**config.mk**
```make
export PLATFORM = sky130hd
export DESIGN_NAME = pick_place_motion_sequencer
export DESIGN_NICKNAME = d
export VERILOG_FILES = /design/src/sv/pps_pkg.sv /design/src/sv/pick_place_motion_sequencer.sv
export SDC_FILE = /design/constraint.sdc
export NUM_CORES = 1
export LEC_CHECK = 0
export ABC_AREA = 1
export ABC_CLOCK_PERIOD_IN_PS = 5770
export BUFFER_PORTS_ARGS = -buffer_cell sky130_fd_sc_hd__buf_2
export CORE_MARGIN = 1
export CORE_UTILIZATION = 56
export CTS_CLUSTER_DIAMETER = 100
export DETAILED_ROUTE_END_ITERATION = 6
export GPL_TIMING_DRIVEN = 0
export MAX_ROUTING_LAYER = met4
export PLACE_DENSITY = 0.76
export SYNTH_ARGS = -nofsm -noshare
export SYNTH_HDL_FRONTEND = slang
export SYNTH_SLANG_ARGS = --single-unit
```
**constraint.sdc**
```tcl
create_clock -name clk -period 5.77 [get_ports clk]
set_clock_uncertainty 0.2 [all_clocks]
set_input_delay 0.577 -clock clk [delete_from_list [all_inputs] [get_ports clk]]
set_output_delay 0.577 -clock clk [all_outputs]
set_load 0.03 [all_outputs]
```
**src/sv/pps_pkg.sv**
```systemverilog
// pps_pkg: shared types and constants for the pick-and-place motion sequencer
// used by pick_place_motion_sequencer and its port checker; no dependencies
`default_nettype none

package pps_pkg;

	// input item fields
	localparam int unsigned IDX_W     = 3;
	localparam int unsigned IN_DATA_W = 8;

	// result item fields
	localparam int unsigned STEP_W     = 11;
	localparam int unsigned ANGLE_W    = 8;
	localparam int unsigned OUT_DATA_W = 40;

	// field offsets inside m_tdata
	localparam int unsigned OFS_X    = 0;
	localparam int unsigned OFS_Y    = 11;
	localparam int unsigned OFS_SRV  = 22;
	localparam int unsigned OFS_NEG  = 30;
	localparam int unsigned OFS_POS  = 31;
	localparam int unsigned OFS_DONE = 32;

	// configuration register widths
	localparam int unsigned MAXS_W = 10;
	localparam int unsigned SPC_W  = 13;
	localparam int unsigned PROD_W = IDX_W + SPC_W;

	localparam int unsigned ADDR_W = 4;
	localparam int unsigned DATA_W = 32;

	// register indexes (byte address / 4)
	typedef enum logic [1:0] {
		REG_MAX_STEPS = 2'd0,
		REG_SPC_X     = 2'd1,
		REG_SPC_Y     = 2'd2,
		REG_SERVO_LOW = 2'd3
	} reg_idx_t;

	// register reset values
	localparam logic [MAXS_W-1:0]  MAXS_RST      = 10'd100;
	localparam logic [SPC_W-1:0]   SPC_RST       = 13'd200;
	localparam logic [ANGLE_W-1:0] SERVO_LOW_RST = 8'd90;
	localparam logic [ANGLE_W-1:0] ANGLE_MAX     = 8'd180;

	// input item kinds carried on s_tuser
	localparam logic OP_TICK = 1'b0;
	localparam logic OP_MOVE = 1'b1;

	// plan phase, one-hot
	typedef enum logic [4:0] {
		PH_MOVE  = 5'b00001,
		PH_LOWER = 5'b00010,
		PH_DROP  = 5'b00100,
		PH_RAISE = 5'b01000,
		PH_DONE  = 5'b10000
	} phase_t;

endpackage

`default_nettype wire

```
**src/sv/pick_place_motion_sequencer.sv**
```systemverilog
// pick_place_motion_sequencer: gantry placement sequencer with stream channels
// and an apb-style register port; depends on pps_pkg
`default_nettype none

// How to use this block
// - slave channel s_*: one item per handshake; s_tuser = 1 starts a new
//   placement (row, column, player in s_tdata), s_tuser = 0 is a time tick
// - master channel m_*: exactly one result item for every accepted item,
//   in order; it carries the axis steps, servo angle, magnet pins, done flag
// - the result is registered: the result of an item accepted at edge n shows on
//   m_tvalid/m_tdata after edge n
// - throughput is one item per cycle while the receiver takes results; the state
//   update (clamped step, two 3x13 cell products, phase advance) fits between
//   the state registers and the single result register
// - when the receiver stalls, the result register holds and s_tready drops;
//   s_tready is high whenever the result register is empty or being taken
// - reset (arst_n low) empties the result register, puts the plan in the
//   done phase, clears positions and targets, raises the arm, switches the
//   magnet off and loads the register defaults (100, 200, 200, 90)
// - registers must be written only while the block is idle (the block itself does
//   not enforce it); reads return the stored value with pready always high
module pick_place_motion_sequencer #(
	parameter int unsigned BOARD_CELLS   = 8,
	parameter int unsigned POSITION_BITS = 16
) (
	input  wire logic                           clk,
	input  wire logic                           arst_n,
	// slave stream
	input  wire logic                           s_tvalid,
	output logic                                s_tready,
	input  wire logic [pps_pkg::IN_DATA_W-1:0]  s_tdata,  // row_index[2:0], col_index[5:3], player_white[6], zero[7]
	input  wire logic                           s_tuser,  // opcode
	// master stream
	output logic                                m_tvalid,
	input  wire logic                           m_tready,
	output logic [pps_pkg::OUT_DATA_W-1:0]      m_tdata,  // x_steps[10:0], y_steps[21:11], servo_angle[29:22], magnet_neg[30], magnet_pos[31], plan_done[32], zero[39:33]
	// configuration
	input  wire logic                           psel,
	input  wire logic                           penable,
	input  wire logic                           pwrite,
	input  wire logic [pps_pkg::ADDR_W-1:0]     paddr,
	input  wire logic [pps_pkg::DATA_W-1:0]     pwdata,
	output logic [pps_pkg::DATA_W-1:0]          prdata,
	output logic                                pready
);
	import pps_pkg::*;

	localparam int unsigned PW  = POSITION_BITS;
	localparam int unsigned DW  = POSITION_BITS + 1;     // signed distance width
	localparam logic [IDX_W-1:0] CELL_MAX = IDX_W'(BOARD_CELLS - 1);

	// configuration registers
	logic [MAXS_W-1:0]  max_steps_q;
	logic [SPC_W-1:0]   spc_x_q;
	logic [SPC_W-1:0]   spc_y_q;
	logic [ANGLE_W-1:0] servo_low_q;

	// sequencer state
	logic [PW-1:0]      pos_x_q, pos_y_q, tgt_x_q, tgt_y_q;
	phase_t             phase_q;
	logic [ANGLE_W-1:0] servo_q;
	logic               tgt_pos_q;
	logic               mag_neg_q, mag_pos_q;

	// result register
	logic                  out_valid_q;
	logic [OUT_DATA_W-1:0] out_data_q;

	// next-state values
	logic [PW-1:0]      pos_x_d, pos_y_d, tgt_x_d, tgt_y_d;
	phase_t             phase_d;
	logic [ANGLE_W-1:0] servo_d;
	logic               tgt_pos_d, mag_neg_d, mag_pos_d;
	logic [STEP_W-1:0]  xs, ys;

	logic               in_acc, cfg_wr;
	reg_idx_t           cfg_idx;
	logic [IDX_W-1:0]   row_c, col_c, row_in, col_in;
	logic [PROD_W-1:0]  prod_x, prod_y;
	logic [ANGLE_W-1:0] low_sat;

	assign pready   = 1'b1;
	assign cfg_idx  = reg_idx_t'(paddr[3:2]);
	assign cfg_wr   = psel && penable && pwrite && pready;

	// no buffering beyond the result register
	assign s_tready = !out_valid_q || m_tready;
	assign in_acc   = s_tvalid && s_tready;
	assign m_tvalid = out_valid_q;
	assign m_tdata  = out_data_q;

	always_comb begin
		unique case (cfg_idx)
			REG_MAX_STEPS: prdata = DATA_W'(max_steps_q);
			REG_SPC_X:     prdata = DATA_W'(spc_x_q);
			REG_SPC_Y:     prdata = DATA_W'(spc_y_q);
			REG_SERVO_LOW: prdata = DATA_W'(servo_low_q);
			default:       prdata = '0;
		endcase
	end

	// clamped signed step toward the target, in -lim..+lim
	function automatic logic [STEP_W-1:0] step_toward(
		input logic [PW-1:0]     pos,
		input logic [PW-1:0]     tgt,
		input logic [MAXS_W-1:0] lim
	);
		logic signed [DW-1:0] d;
		logic signed [DW-1:0] l;
		logic [STEP_W-1:0]    r;
		d = $signed({1'b0, tgt}) - $signed({1'b0, pos});
		l = $signed(DW'(lim));
		if (d > l) begin
			r = STEP_W'(lim);
		end else if (d < -l) begin
			r = -STEP_W'(lim);
		end else begin
			r = d[STEP_W-1:0];
		end
		return r;
	endfunction

	// target cell saturates at the board edge
	assign row_in  = s_tdata[IDX_W-1:0];
	assign col_in  = s_tdata[2*IDX_W-1:IDX_W];
	assign row_c   = (32'(row_in) >= BOARD_CELLS) ? CELL_MAX : row_in;
	assign col_c   = (32'(col_in) >= BOARD_CELLS) ? CELL_MAX : col_in;
	assign prod_x  = PROD_W'(row_c) * PROD_W'(spc_x_q);
	assign prod_y  = PROD_W'(col_c) * PROD_W'(spc_y_q);
	assign low_sat = (servo_low_q > ANGLE_MAX) ? ANGLE_MAX : servo_low_q;

	always_comb begin
		pos_x_d   = pos_x_q;
		pos_y_d   = pos_y_q;
		tgt_x_d   = tgt_x_q;
		tgt_y_d   = tgt_y_q;
		phase_d   = phase_q;
		servo_d   = servo_q;
		tgt_pos_d = tgt_pos_q;
		mag_neg_d = mag_neg_q;
		mag_pos_d = mag_pos_q;
		xs        = '0;
		ys        = '0;
		if (s_tuser == OP_MOVE) begin
			// new placement: products wrap to the position width
			tgt_x_d   = PW'(prod_x);
			tgt_y_d   = PW'(prod_y);
			tgt_pos_d = s_tdata[2*IDX_W];
			phase_d   = PH_MOVE;
		end else begin
			unique case (phase_q)
				PH_MOVE: begin
					xs      = step_toward(pos_x_q, tgt_x_q, max_steps_q);
					ys      = step_toward(pos_y_q, tgt_y_q, max_steps_q);
					pos_x_d = pos_x_q + {{(PW-STEP_W){xs[STEP_W-1]}}, xs};
					pos_y_d = pos_y_q + {{(PW-STEP_W){ys[STEP_W-1]}}, ys};
					if (xs == '0 && ys == '0) begin
						phase_d = PH_LOWER;
					end
				end
				PH_LOWER: begin
					servo_d = low_sat;
					phase_d = PH_DROP;
				end
				PH_DROP: begin
					// drop with the polarity opposite the piece
					mag_neg_d = tgt_pos_q;
					mag_pos_d = !tgt_pos_q;
					phase_d   = PH_RAISE;
				end
				PH_RAISE: begin
					servo_d = '0;
					phase_d = PH_DONE;
				end
				default: begin
				end
			endcase
		end
	end

	always_ff @(posedge clk or negedge arst_n) begin
		if (!arst_n) begin
			max_steps_q <= MAXS_RST;
			spc_x_q     <= SPC_RST;
			spc_y_q     <= SPC_RST;
			servo_low_q <= SERVO_LOW_RST;
		end else if (cfg_wr) begin
			unique case (cfg_idx)
				REG_MAX_STEPS: max_steps_q <= pwdata[MAXS_W-1:0];
				REG_SPC_X:     spc_x_q     <= pwdata[SPC_W-1:0];
				REG_SPC_Y:     spc_y_q     <= pwdata[SPC_W-1:0];
				REG_SERVO_LOW: servo_low_q <= pwdata[ANGLE_W-1:0];
				default: begin
				end
			endcase
		end
	end

	always_ff @(posedge clk or negedge arst_n) begin
		if (!arst_n) begin
			pos_x_q     <= '0;
			pos_y_q     <= '0;
			tgt_x_q     <= '0;
			tgt_y_q     <= '0;
			phase_q     <= PH_DONE;
			servo_q     <= '0;
			tgt_pos_q   <= 1'b0;
			mag_neg_q   <= 1'b0;
			mag_pos_q   <= 1'b0;
			out_valid_q <= 1'b0;
		end else if (in_acc) begin
			pos_x_q     <= pos_x_d;
			pos_y_q     <= pos_y_d;
			tgt_x_q     <= tgt_x_d;
			tgt_y_q     <= tgt_y_d;
			phase_q     <= phase_d;
			servo_q     <= servo_d;
			tgt_pos_q   <= tgt_pos_d;
			mag_neg_q   <= mag_neg_d;
			mag_pos_q   <= mag_pos_d;
			out_valid_q <= 1'b1;
		end else if (m_tready) begin
			out_valid_q <= 1'b0;
		end
	end

	// result payload, no reset needed
	always_ff @(posedge clk) begin
		if (in_acc) begin
			out_data_q <= {7'd0, (phase_d == PH_DONE), mag_pos_d, mag_neg_d, servo_d, ys, xs};
		end
	end

endmodule

`default_nettype wire

```
# After elaboration in Yosys (flattened, before gate mapping)
# Cells that the tools add are included.
# word_totals
out_inout_bits	75
ff_bits	158
wordCells	78
input_bits	52
# classes
add_sub_neg	6
n_bitwise	2
n_mux	21
multipliers	2
order_cmp	5
eq_ne	8
reduce_logical	18
# op_table
operator	count
$pmux W32 S4	1
$mux W11	8
$gt A17 B11 Y1	2
$lt A17 B17 Y1	2
$sub A16 B16 Y17	2
$add A16 B16 Y16	2
$mul A3 B13 Y16	2
$logic_not A11 Y1	2
$pmux W5 S4	1
$neg A10 Y17	1
$mux W8	2
$pmux W8 S2	1
$neg A10 Y11	1
$mux W5	2
$reduce_and A2 Y1	5
$gt A8 B8 Y1 const B	1
$mux W1	6
$eq A5 B1 Y1 const B	1
$eq A5 B2 Y1 const B	1
$eq A5 B3 Y1 const B	1
$eq A5 B4 Y1 const B	1
$eq A5 B5 Y1 const B	1
$eq A2 B2 Y1 const B	2
$logic_and A1 B1 Y1	4
8 further kinds	10

# Depth between registers and ports, before layout
# Gate-level depths: netlist of run 1.
# logic_depth
ltp_word	12
depth_mapped	44
depth_no_buf	43

# Worst setup path before layout of run 1
# Ideal clock, no wire load.
# synth_path
path_type	register -> register
from	reg pos_x_q[0]
to	reg pos_x_q[14]
period_less_slack_ns	5.667
setup_time_ns	0.131
path_slack_ns	0.103
required_time_ns	5.439
path_stages_with_launch	43
arrival_ns	5.336
n_path_buf	1
cell_sequence	dfrtp_1 -> ha_1 -> fa_1 -> inv_1 -> nand4_1 -> nand2_1 -> nand2_1 -> nand2_1 -> inv_1 -> o21ai_4 -> inv_1 -> ha_1 -> nand2_1 -> inv_1 -> nand3_1 -> nor2_1 -> nand4_1 -> nand3_1 -> [7 not listed] -> inv_1 -> ha_1 -> fa_1 -> nand2_1 -> nand2_1 -> a21oi_1 -> nor2_1 -> o21ai_0 -> nand2_1 -> nand2_1 -> nand2_1 -> a21oi_1 -> o21ai_0 -> nand3_1 -> o21ai_0 -> or2_2 -> nand3_1 -> o21ai_0
# synth_via
elab_chain_cells	7
word_cells_on_any_way	8
classes_between	2 x add/sub; 2 x order compare; 4 x mux
# synth_rtl
element	line	source
start, declared	pick_place_motion_sequencer.sv:59	logic [PW-1:0] pos_x_q, pos_y_q, tgt_x_q, tgt_y_q;
start signal, assigned	pick_place_motion_sequencer.sv:212	pos_x_q <= pos_x_d;
$sub A16 B16 Y17	pick_place_motion_sequencer.sv:111	d = $signed({1'b0, tgt}) - $signed({1'b0, pos});
$lt A17 B17 Y1	pick_place_motion_sequencer.sv:115	end else if (d < -l) begin
$mux W11	pick_place_motion_sequencer.sv:115	
$mux W11	pick_place_motion_sequencer.sv:113	if (d > l) begin
$mux W11	pick_place_motion_sequencer.sv:151	unique case (phase_q)
$mux W11	pick_place_motion_sequencer.sv:144	if (s_tuser == OP_MOVE) begin
$add A16 B16 Y16 *	pick_place_motion_sequencer.sv:155	pos_x_d = pos_x_q + {{(PW-STEP_W){xs[STEP_W-1]}}, xs};
# Every way passes the cells marked *; elsewhere a longest branch is shown, timed or not. The select of a mux whose other input is x is not followed.
# A chain may end at the register's enable or synchronous reset.

# Worst setup path after layout of run 1
# Same ends and word-level chain as after synthesis.

==> results of run 1 <==
-- worst min-delay path, cell delays in order --
cell and delay (ps):
buf_2 70, nand2_1 40, o21ai_0 60
-- flip-flops by register name, summed over array words and instances, names as in the netlist, 8 cells and up --
name,flops
tgt_y_q,16
servo_low_q,8
max_steps_q,10
pos_y_q,16
m_tdata,33
spc_y_q,13
spc_x_q,13
tgt_x_q,16
servo_q,8
pos_x_q,16
-- worst paths after layout --
kind	endpoint
setup / recovery	pos_x_q[14]$_DFFE_PN0P_
hold / removal	tgt_pos_q$_DFFE_PN0P_
setup reg to reg	pos_x_q[14]$_DFFE_PN0P_
hold reg to reg	pos_x_q[15]$_DFFE_PN0P_
max in group asynchronous	pos_y_q[4]$_DFFE_PN0P_
min in group asynchronous	tgt_x_q[5]$_DFFE_PN0P_
-- layer usage --
metal / global-route usage / vias up
met1: 0.4109 / 6155
met2: 0.4916 / 538
met3: 0.04023 / 102
met5: - / -
met4: 0.1110 / 0
li1: - / 6428
-- layout by cell type (no fill, tap or decap), types with 5 or more instances in the layout --
cell / netlist / final
a21oi_1: 99 / 89
edfxtp_1: 33 / 33
o31ai_1: 7 / 7
inv_2: 18 / 28
clkbuf_16: 0 / 17
nand4_1: 11 / 11
o21ai_0: 152 / 135
fa_1: 28 / 24
nand2_1: 565 / 545
o21ai_2: 1 / 10
nand3_1: 77 / 67
nand2_2: 29 / 47
conb_1: 2 / 27
xor2_2: 0 / 5
dfstp_2: 14 / 14
inv_1: 285 / 272
buf_2: 2 / 75
nor3_2: 5 / 5
o21bai_1: 6 / 6
clkbuf_1: 35 / 34
dfrtp_1: 111 / 109
nand3_2: 4 / 12
nor2_4: 3 / 6
ha_4: 0 / 16
ha_1: 145 / 125
o211ai_1: 6 / 6
xnor2_1: 15 / 12
nor3_1: 6 / 6
nand2_4: 7 / 9
buf_6: 1 / 6
nor2_1: 103 / 93
nand3b_1: 10 / 10
o22ai_1: 12 / 12
nor2_2: 8 / 15
xor2_1: 35 / 28
buf_4: 28 / 78
a21oi_2: 2 / 12
o21ai_1: 2 / 9
-- kinds of logic (layout without fill, tap and decap cells) --
| family | count (synthesis) | count (layout) | share of synthesized area |
|---|---|---|---|
| flops | 158 | 158 | 0.3000 |
| buf+inv | 371 | 535 | 0.1110 |
| simple gates | 839 | 839 | 0.2594 |
| other cells | 2 | 28 | 0.0005447 |
| xor+xnor | 50 | 50 | 0.03176 |
| compound gates | 313 | 313 | 0.1251 |
| fa+ha+maj | 173 | 173 | 0.1722 |
-- through the flow --
step / instance area (um2) / std cells / util / TNS [ps] / hold slack [ps]
5_1_grt: 16370 / 2420 / 0.6749 / -1043 / 159.8
4_1_cts: 15550 / 2376 / 0.6413 / 0 / 142.5
3_5_place_dp: 14720 / 2333 / 0.6071 / -3984 / 263.0
6_report: 16370 / 2420 / 0.6749 / -53.64 / 147.0
2_1_floorplan: 13880 / 1931 / - / 0 / 81.41
3_3_place_gp: 14670 / 2331 / 0.6049 / -2638 / 255.3
-- cell type report --
type	instances	area, um2
clock buffer	17	425.4
fill	2060	7883
tap	324	405.4
buffer	68	410.4
inverter	303	1149
sequential	158	4139
multi-input combinational	1402	8815
antenna	1	2.502
timing repair buffer	132	850.8
clock inverter	15	168.9
-- timing repair --
action / CTS / global route
hold buffers: 1 / 0
endpoints found under the setup margin: 13 / 15
hold endpoints to repair: 29 / 0
resized for setup: 46 / 113
pin swaps: 14 / 71
setup buffers: 10 / 43
==> summary.txt, run 1 <==
Timing
  • Final hold vios: 0
  • Rel. slew slack: 0.4691
  • Final worst slack: -53.64 ps
  • Final setup viols: 1
  • Fin crit period: between 5000 and 6000 ps
  • Period utilization: 1.009
  • Worst Max-Slew Pin Slew: 796.3 ps
  • Fin. max-slew vios: 0
  • RSZ-0062 raised after global routing: yes
  • Max Clock Freq: ~170 MHz

Synthesis
  • Synth cell count leaders: nand2_1 (565), inv_1 (285), o21ai_0 (152), ha_1 (145), dfrtp_1 (111)
  • Synth top area share: 0.2015
  • Most numerous cell in the Yosys netlist: nand2_1
  • Synth Warn #: 0
  • Post-synth ARST share: 0.7911
  • Avg Inst Size Synth: slightly above 7 um2
  • Post-synth EDFFs: 33
  • Mapped Cells: 1,906
  • Post-synthesis sequential area ratio: 0.3000
  • Synth Flop Type: dfrtp_1
  • Post-synth top area cell: dfrtp_1
  • Post-Syn Area: between 10,000 and 15,000 um2
  • Synth Register Bits: 158
  • Top cells by area, synth: dfrtp_1 (20%), nand2_1 (15%), ha_1 (13%)
  • Synth unique cells: 52

GRT
  • Number of global-route vias before repair: ~12,000
  • Initial antenna violation count: 1
  • GRT overflow: 0
  • Global-route wire length before repair: 60,380 um
  • Largest net degree at the start of global routing: between 90 and 100
  • GRT Total Usage: 0.3110

Setup path
  • CP Max Fanout: 10
  • CP startpoint kind: flip-flop
  • Cell repeated most along the worst path: nand2_1
  • Critical path class: flip-flop to flip-flop
  • Critical Path AT: between 5000 and 6000 ps
  • Max stage delay on crit path: approximately 470 ps
  • Worst path required time: roughly 5900 ps
  • Worst path buffer plus inverter count: 4
  • Worst R2R Start: pos_x_q[0]$_DFFE_PN0P_
  • Cell family with most CP delay: simple AND/OR/NAND/NOR gates
  • Critical path endpoint category: flip-flop
  • CP Depth: 39
  • R2R depth: 39
  • R2R Setup Slk: -50 ps
  • Crit. Startpoint: pos_x_q[0]$_DFFE_PN0P_
  • CP max-delay cell: dfrtp_1

CTS
  • Clock H-tree levels: 4
  • Sink Count: around 160
  • Worst-Skew Late Latency: around 440 ps
  • Clock-pin transition on the worst setup and hold timing paths: roughly 80 ps
  • Clock Path Buffers: 2
  • Root Buffer: clkbuf_16
  • CTS Buf Count: 17
  • CTS tree: done

Place
  • Count of input and output buffers: 76
  • Final GP Congestion: between 0.9 and 1
  • Detailed placer's ending HPWL: between 20,000 and 30,000 um
  • Pre-CTS setup slack: -776.4 ps

Floorplan
  • Die Span X: around 160 um
  • Die area: roughly 25,000 um2
  • CORE AREA: around 24,000 um2
  • Ports: roughly 130
  • Starting density of the core: 0.5686
  • Placement Rows: between 50 and 60
  • Die Y: ~160 um

Routing
  • Routed len/inst: around 16 um
  • Detailed-route vias per instance: 5.464
  • DR vias: roughly 13,000
  • First drt pass iteration count: 6
  • DRC viols: 0
  • Antenna viol nets, final: 0
  • Met3 wire len: 2673 um
  • Initial DRC count: approximately 1,100
  • Final wirelength: 39,420 um
  • Top layer in use: met4
  • DRT met1 WL: between 15,000 and 20,000 um
  • Met2 Routed Length: roughly 18,000 um

Run
  • Max-cap violations: 0

Hold path
  • Worst min-delay path class: primary input to flip-flop
  • Worst hold path stage count: 3
  • Hold Crit Start: s_tdata[6]

Layout
  • Layout cells sized above 1: 0.1933
  • Final net count: ~2,300
  • Layout area overhead: 18.70%

Run status
  • Outcome: complete, but fails checks
  • Failing checks: setup timing
Power of run 1 is left out: the tool's default activity adds up to more than one toggle a clock period on the data nets, which glitch-free logic cannot reach.
==> run 2, diff against run 1 <==
- CORE_UTILIZATION: 56 -> 57
- CTS_BUF_LIST: unset -> sky130_fd_sc_hd__clkbuf_4
- PLACE_DENSITY: 0.76 -> 0.77
==> run 2 against run 1 <==
Net effect:
- core utilization grew 0.82 points
- maximum frequency rose by 1.1%
- the flow finishes with violations (DRC)
- register-to-register slack improved by 60 ps
- routed wire length down 1.8%
- clock-buffer cell count up 1
- flip-flop and latch count unchanged
- cell area is 1.4% lower
- setup slack improved by 62 ps
- hold slack got worse by 120 ps
- sequential share of layout area increased by 0.38 points
- critical endpoint unchanged
- critical path depth increased by 1
- global-route usage grew 0.40 points
==> summary.txt, run 2 (synthesis results as in run 1) <==
Routing
  • First drt pass iteration count: 7 (+1)
  • Antenna viol nets, final: 0 (unchanged)
  • Routed len/inst: 16.06 um (-1.4%)
  • DR vias: 13,186 (-0.28%)
  • Detailed-route vias per instance: 5.471 (+0.13%)
  • Final wirelength: 38,700 um (-1.8%)
  • DRC viols: 5 (+5)
  • Initial DRC count: 910 (-19%)

Timing
  • Fin crit period: 5762 ps (-61.77 ps)
  • Period utilization: 0.9986 (-0.01071)
  • Final hold vios: 0 (unchanged)
  • Max Clock Freq: 173.6 MHz (+1.1%)
  • WHS: 22.33 ps (-124.7 ps)
  • Fin. max-slew vios: 0 (unchanged)
  • RSZ-0062 raised after global routing: yes
  • Setup TNS Final: 0 ps (+53.64 ps)
  • Rel. slew slack: 0.4707 (+0.001546)
  • Final setup viols: 0 (-1)
  • Worst Max-Slew Pin Slew: 794.0 ps (-2.320 ps)

Setup path
  • CP max-delay cell: dfrtp_1
  • CP Max Fanout: 5 (-5)
  • Worst path required time: 6050 ps (+180 ps)
  • Worst path buffer plus inverter count: 6 (+2)
  • Critical Path AT: 6040 ps (+110 ps)
  • Max stage delay on crit path: 430 ps (-40 ps)
  • Critical path class: flip-flop to flip-flop
  • Critical path endpoint category: flip-flop
  • Cell family with most CP delay: simple AND/OR/NAND/NOR gates
  • Cell repeated most along the worst path: nand2_1
  • CP startpoint kind: flip-flop

Floorplan
  • Ports: 127 (unchanged)
  • Placement Rows: 56 (-1.8%)
  • Die Y: 157.5 um (-0.87%)
  • Die area: 24,810 um2 (-1.7%)
  • Starting density of the core: 0.5839 (+0.01531)
  • Die Span X: 157.5 um (-0.87%)
  • CORE AREA: 23,610 um2 (-2.6%)

GRT
  • Number of global-route vias before repair: 11,722 (-1.9%)
  • Grt met1 use: 0.4071 (-0.003757)
  • Busiest grt layer: met2
  • Global-route wire length before repair: 58,140 um (-3.7%)
  • GRT met2 Usage: 0.5044 (+0.01280)
  • Largest net degree at the start of global routing: 101 (+4.1%)
  • Initial antenna violation count: 1 (unchanged)
  • GRT met3 Usage: 0.04708 (+0.006852)
  • GRT overflow: 0 (unchanged)
  • GRT Total Usage: 0.3150 (+0.003969)

Place
  • Count of input and output buffers: 76 (unchanged)
  • Final GP Congestion: 0.9700 (+0.18%)
  • Detailed placer's ending HPWL: 29,010 um (-1.5%)
  • Area after DPL: 14,720 um2 (about the same)

Layout
  • Layout cells sized above 1: 0.1981 (+0.004769)
  • Commonest non-fill, non-tap cell in the layout: nand2_1
  • Fill count: 1,977 (-4.0%)
  • Max reg flops: 33 (unchanged)
  • Post-route cell area: 16,130 um2 (-1.4%)
  • Commonest non-fill, non-tap cells in the layout: nand2_1 (547), inv_1 (271), o21ai_0 (135), ha_1 (117), dfrtp_1 (108)
  • Final net count: 2,302 (-0.22%)
  • Layout area overhead: 17.00%

CTS
  • Clock H-tree levels: 4 (unchanged)
  • CTS tree: done
  • Worst-Skew Late Latency: 620 ps (+180 ps)
  • Clock-pin transition on the worst setup and hold timing paths: 160 ps (+80 ps)
  • Sink Count: 158 (unchanged)
  • CTS Buf Count: 17 (unchanged)
  • Clock Path Buffers: 2 (unchanged)
  • Root Buffer: clkbuf_4

Run status
  • Outcome: complete, but fails checks
  • Failing checks: DRC

Run
  • Max-cap violations: 0 (unchanged)

Hold path
  • Worst min-delay path class: primary input to flip-flop
-- run 2: cell types whose count changed in the layout (fill, tap and decap cells not counted), moves of 3 or more --
| cell | before | now |
|---|---|---|
| clkbuf_4 | 0 | 18 |
| clkbuf_16 | 17 | 0 |
| ha_1 | 125 | 117 |
| buf_4 | 78 | 72 |
| ha_2 | 4 | 9 |
| a21oi_1 | 89 | 85 |
| clkinv_8 | 4 | 0 |
| a21oi_2 | 12 | 15 |
| ha_4 | 16 | 19 |
| nand2_2 | 47 | 44 |
-- run 2: worst register-to-register path: cells and delay by family, from the launching register on --
| kind | cells | cell delay [ps] |
|---|---|---|
| flops | 1 | 430 |
| simple gates | 22 | 2700 |
| compound gates | 9 | 970 |
| buf+inv | 6 | 640 |
| fa+ha+maj | 3 | 730 |
-- run 2: path summary, 6_finish.rpt --
path	startpoint	to	slack, ps	depth (start not counted)
worst max-delay path	max_steps_q[1]$_DFFE_PN0P_	pos_x_q[14]$_DFFE_PN0P_	8	40
worst min-delay path	pwdata[11]	spc_y_q[11]$_DFFE_PN0P_	20	3
worst max register to register	max_steps_q[1]$_DFFE_PN0P_	pos_x_q[14]$_DFFE_PN0P_	8	40
worst min register to register	pos_x_q[15]$_DFFE_PN0P_	pos_x_q[15]$_DFFE_PN0P_	300	2
max in group asynchronous	arst_n	tgt_y_q[14]$_DFFE_PN0P_	4380	3
min in group asynchronous	arst_n	pos_x_q[6]$_DFFE_PN0P_	200	2
-- run 2: metrics by stage --
step | setup WS [ps] | util | std cells
floorplan | 102.7 | - | 1931
global placement | -585.7 | 0.6209 | 2326
detailed placement | -750.0 | 0.6232 | 2328
CTS | 0.4770 | 0.6460 | 2376
global route | -232.3 | 0.6831 | 2410
finish | 8.129 | 0.6831 | 2410
-- run 2: area by class of cell --
class                      instances  area [um2]  share of cell area
antenna                            1       2.502           0.0001551
timing repair buffer             127       807.0             0.05003
buffer                            68       415.4             0.02575
clock buffer                      18       135.1            0.008377
sequential                       158        4140              0.2567
clock inverter                    14       172.7             0.01070
inverter                         303        1146             0.07105
tap                              319       399.1             0.02474
multi-input combinational       1402        8912              0.5525
-- run 2: routing by layer --
layer / wire (um) / part of all wire / vias to the layer above
met1: 16430 / 0.42 / 6080
li1: - / - / 6415
met4: 1396 / 0.036 / 0
met3: 2967 / 0.077 / 105
met2: 17910 / 0.46 / 586
met5: 0 / 0 / -
-- run 2: what timing repair did --
| action | 4_1_cts | 5_1_grt |
|---|---|---|
| endpoints found under the hold margin | 27 | 0 |
| hold buffers | 3 | 0 |
| cloned | 0 | 1 |
| setup buffers | 13 | 32 |
| gates resized for setup | 37 | 137 |
| setup endpoints to repair | 13 | 15 |
| pin swaps | 14 | 58 |
Power of run 2 is left out for the same reason.
==> run 3, diff against run 2 <==
- GPL_ROUTABILITY_DRIVEN: unset -> 0
- MAX_ROUTING_LAYER: met4 -> unset
==> run 3 against run 2 <==
Net effect:
- the flow now finishes without violations
- cell area up 0.26%
- via count increased by 0.97%
- setup slack better by 17 ps
- clock-buffer cell count unchanged
- die area unchanged
- register-to-register slack better by 20 ps
- maximum frequency rose by 0.29%
- hold slack worse by 2.6 ps
- core utilization up 0.17 points
- critical path type unchanged
- critical endpoint unchanged
- largest cell class unchanged
==> summary.txt, run 3 (synthesis results as in run 1) <==
Floorplan
  • Die Y: 157.5 um (unchanged)
  • CORE AREA: 23,610 um2 (unchanged)
  • Die Span X: 157.5 um (unchanged)
  • Starting density of the core: 0.5839 (unchanged)
  • Die area: 24,810 um2 (unchanged)
  • Placement Rows: 56 (unchanged)
  • Ports: 127 (unchanged)

Setup path
  • Critical path class: flip-flop to flip-flop
  • Max stage delay on crit path: 440 ps (about the same)
  • Cell repeated most along the worst path: nand2_2
  • Critical Path AT: 6030 ps (about the same)
  • Critical path endpoint category: flip-flop
  • CP max-delay cell: dfrtp_1
  • Worst R2R Start: max_steps_q[1]$_DFFE_PN0P_
  • Worst path required time: 6050 ps (about the same)
  • Crit. Startpoint: max_steps_q[1]$_DFFE_PN0P_
  • CP startpoint kind: flip-flop
  • CP Max Fanout: 7 (+2)

GRT
  • GRT overflow: 0 (unchanged)
  • Largest net degree at the start of global routing: 89 (-12%)
  • Initial antenna violation count: 1 (unchanged)
  • Global-route wire length before repair: 57,760 um (-0.65%)
  • Number of global-route vias before repair: 11,846 (+1.1%)
  • GRT Total Usage: 0.3027 (-0.01233)

Layout
  • Final net count: 2,313 (+0.48%)
  • Commonest non-fill, non-tap cells in the layout: nand2_1 (548), inv_1 (268), o21ai_0 (131), ha_1 (120), dfrtp_1 (107)
  • Fill count: 1,953 (-1.2%)
  • Max reg flops: 33 (unchanged)
  • Commonest non-fill, non-tap cell in the layout: nand2_1
  • Layout area overhead: 17.30%
  • Layout cells sized above 1: 0.1980 (about the same)

Timing
  • Worst Max-Slew Pin Slew: 961.3 ps (+167.3 ps)
  • Period utilization: 0.9957 (-0.002923)
  • Final setup viols: 0 (unchanged)
  • Rel. slew slack: 0.3591 (-0.1115)
  • RSZ-0062 raised after global routing: yes
  • Final worst slack: 24.99 ps (+16.87 ps)
  • Fin crit period: 5745 ps (-16.87 ps)
  • Fin. max-slew vios: 0 (unchanged)
  • Max Clock Freq: 174.1 MHz (+0.29%)
  • Final hold vios: 0 (unchanged)

Routing
  • First drt pass iteration count: 7 (unchanged)
  • DR vias: 13,314 (+0.97%)
  • Antenna viol nets, final: 0 (unchanged)
  • Routed len/inst: 15.96 um (-0.62%)
  • Final wirelength: 38,630 um (-0.17%)
  • DRC viols: 0 (-5)
  • Detailed-route vias per instance: 5.499 (+0.51%)
  • Initial DRC count: 1,188 (+31%)

CTS
  • CTS Buf Count: 17 (unchanged)
  • CTS tree: done
  • Root Buffer: clkbuf_4
  • Sink Count: 158 (unchanged)
  • Clock-pin transition on the worst setup and hold timing paths: 150 ps (about the same)
  • Clock Path Buffers: 2 (unchanged)
  • Clock H-tree levels: 4 (unchanged)
  • Worst-Skew Late Latency: 620 ps (about the same)

Run status
  • Outcome: complete, no violations

Place
  • Count of input and output buffers: 76 (unchanged)
  • Detailed placer's ending HPWL: 28,650 um (-1.2%)
  • Pre-CTS setup slack: -655.9 ps (+94.11 ps)

Run
  • Max-cap violations: 0 (unchanged)

Hold path
  • Worst min-delay path class: primary input to flip-flop
  • Hold Crit Start: pwdata[10]
## run 3: worst max-delay path, delay by kind of cell, from the launching register on
family,cells,cell delay [ps]
buf+inv,4,470
flops,1,440
fa+ha+maj,3,850
simple gates,22,2830
compound gates,8,820
## run 3: metal layers
layer,up-vias,global-route usage,part of all wire
li1,6435,-,-
met4,0,0.1054,0.041
met5,-,0,0
met2,615,0.5021,0.46
met3,127,0.06195,0.084
met1,6137,0.3912,0.41
## run 3: final timing paths
check | depth (start not counted) | endpoint | slack, ps
min in group asynchronous | 2 | tgt_x_q[11]$_DFFE_PN0P_ | 230
max | 37 | pos_x_q[14]$_DFFE_PN0P_ | 20
max in group asynchronous | 3 | max_steps_q[5]$_DFFE_PN1P_ | 4350
max reg2reg | 37 | pos_x_q[14]$_DFFE_PN0P_ | 20
min reg2reg | 2 | pos_x_q[15]$_DFFE_PN0P_ | 300
min | 3 | spc_x_q[10]$_DFFE_PN0P_ | 20
## run 3: cell type report
| class | count | area, um2 | area share |
|---|---|---|---|
| multi-input cells | 1402 | 8845 | 0.5469 |
| flip-flops and latches | 158 | 4141 | 0.2561 |
| repair buffers | 138 | 897.1 | 0.05547 |
| plain buffers | 68 | 410.4 | 0.02538 |
| clock buffers | 18 | 135.1 | 0.008356 |
| inverters | 303 | 1146 | 0.07087 |
| well taps | 319 | 399.1 | 0.02468 |
| clock inverters | 14 | 195.2 | 0.01207 |
| diodes | 1 | 2.502 | 0.0001547 |
## run 3: repair_timing
| action | in CTS | in global routing |
|---|---|---|
| buffers inserted | 11 | 45 |
| hold buffers | 2 | 1 |
| cloned | 0 | 1 |
| pin swaps | 10 | 64 |
| endpoints found under the hold margin | 38 | 1 |
| gates resized for setup | 38 | 136 |
| endpoints found under the setup margin | 13 | 13 |
## run 3: stage by stage
step	std cells	cell area [um2]	hold WS [ps]	setup TNS [ps]	util
2_1_floorplan	1931	13880	81.41	0	-
3_3_place_gp	2326	14660	254.6	-2260	0.6209
3_5_place_dp	2328	14720	262.6	-3145	0.6232
4_1_cts	2373	15270	16.32	0	0.6467
5_1_grt	2421	16170	1.762	-1137	0.6849
6_report	2421	16170	19.74	0	0.6849
Power of run 3 is left out for the same reason.
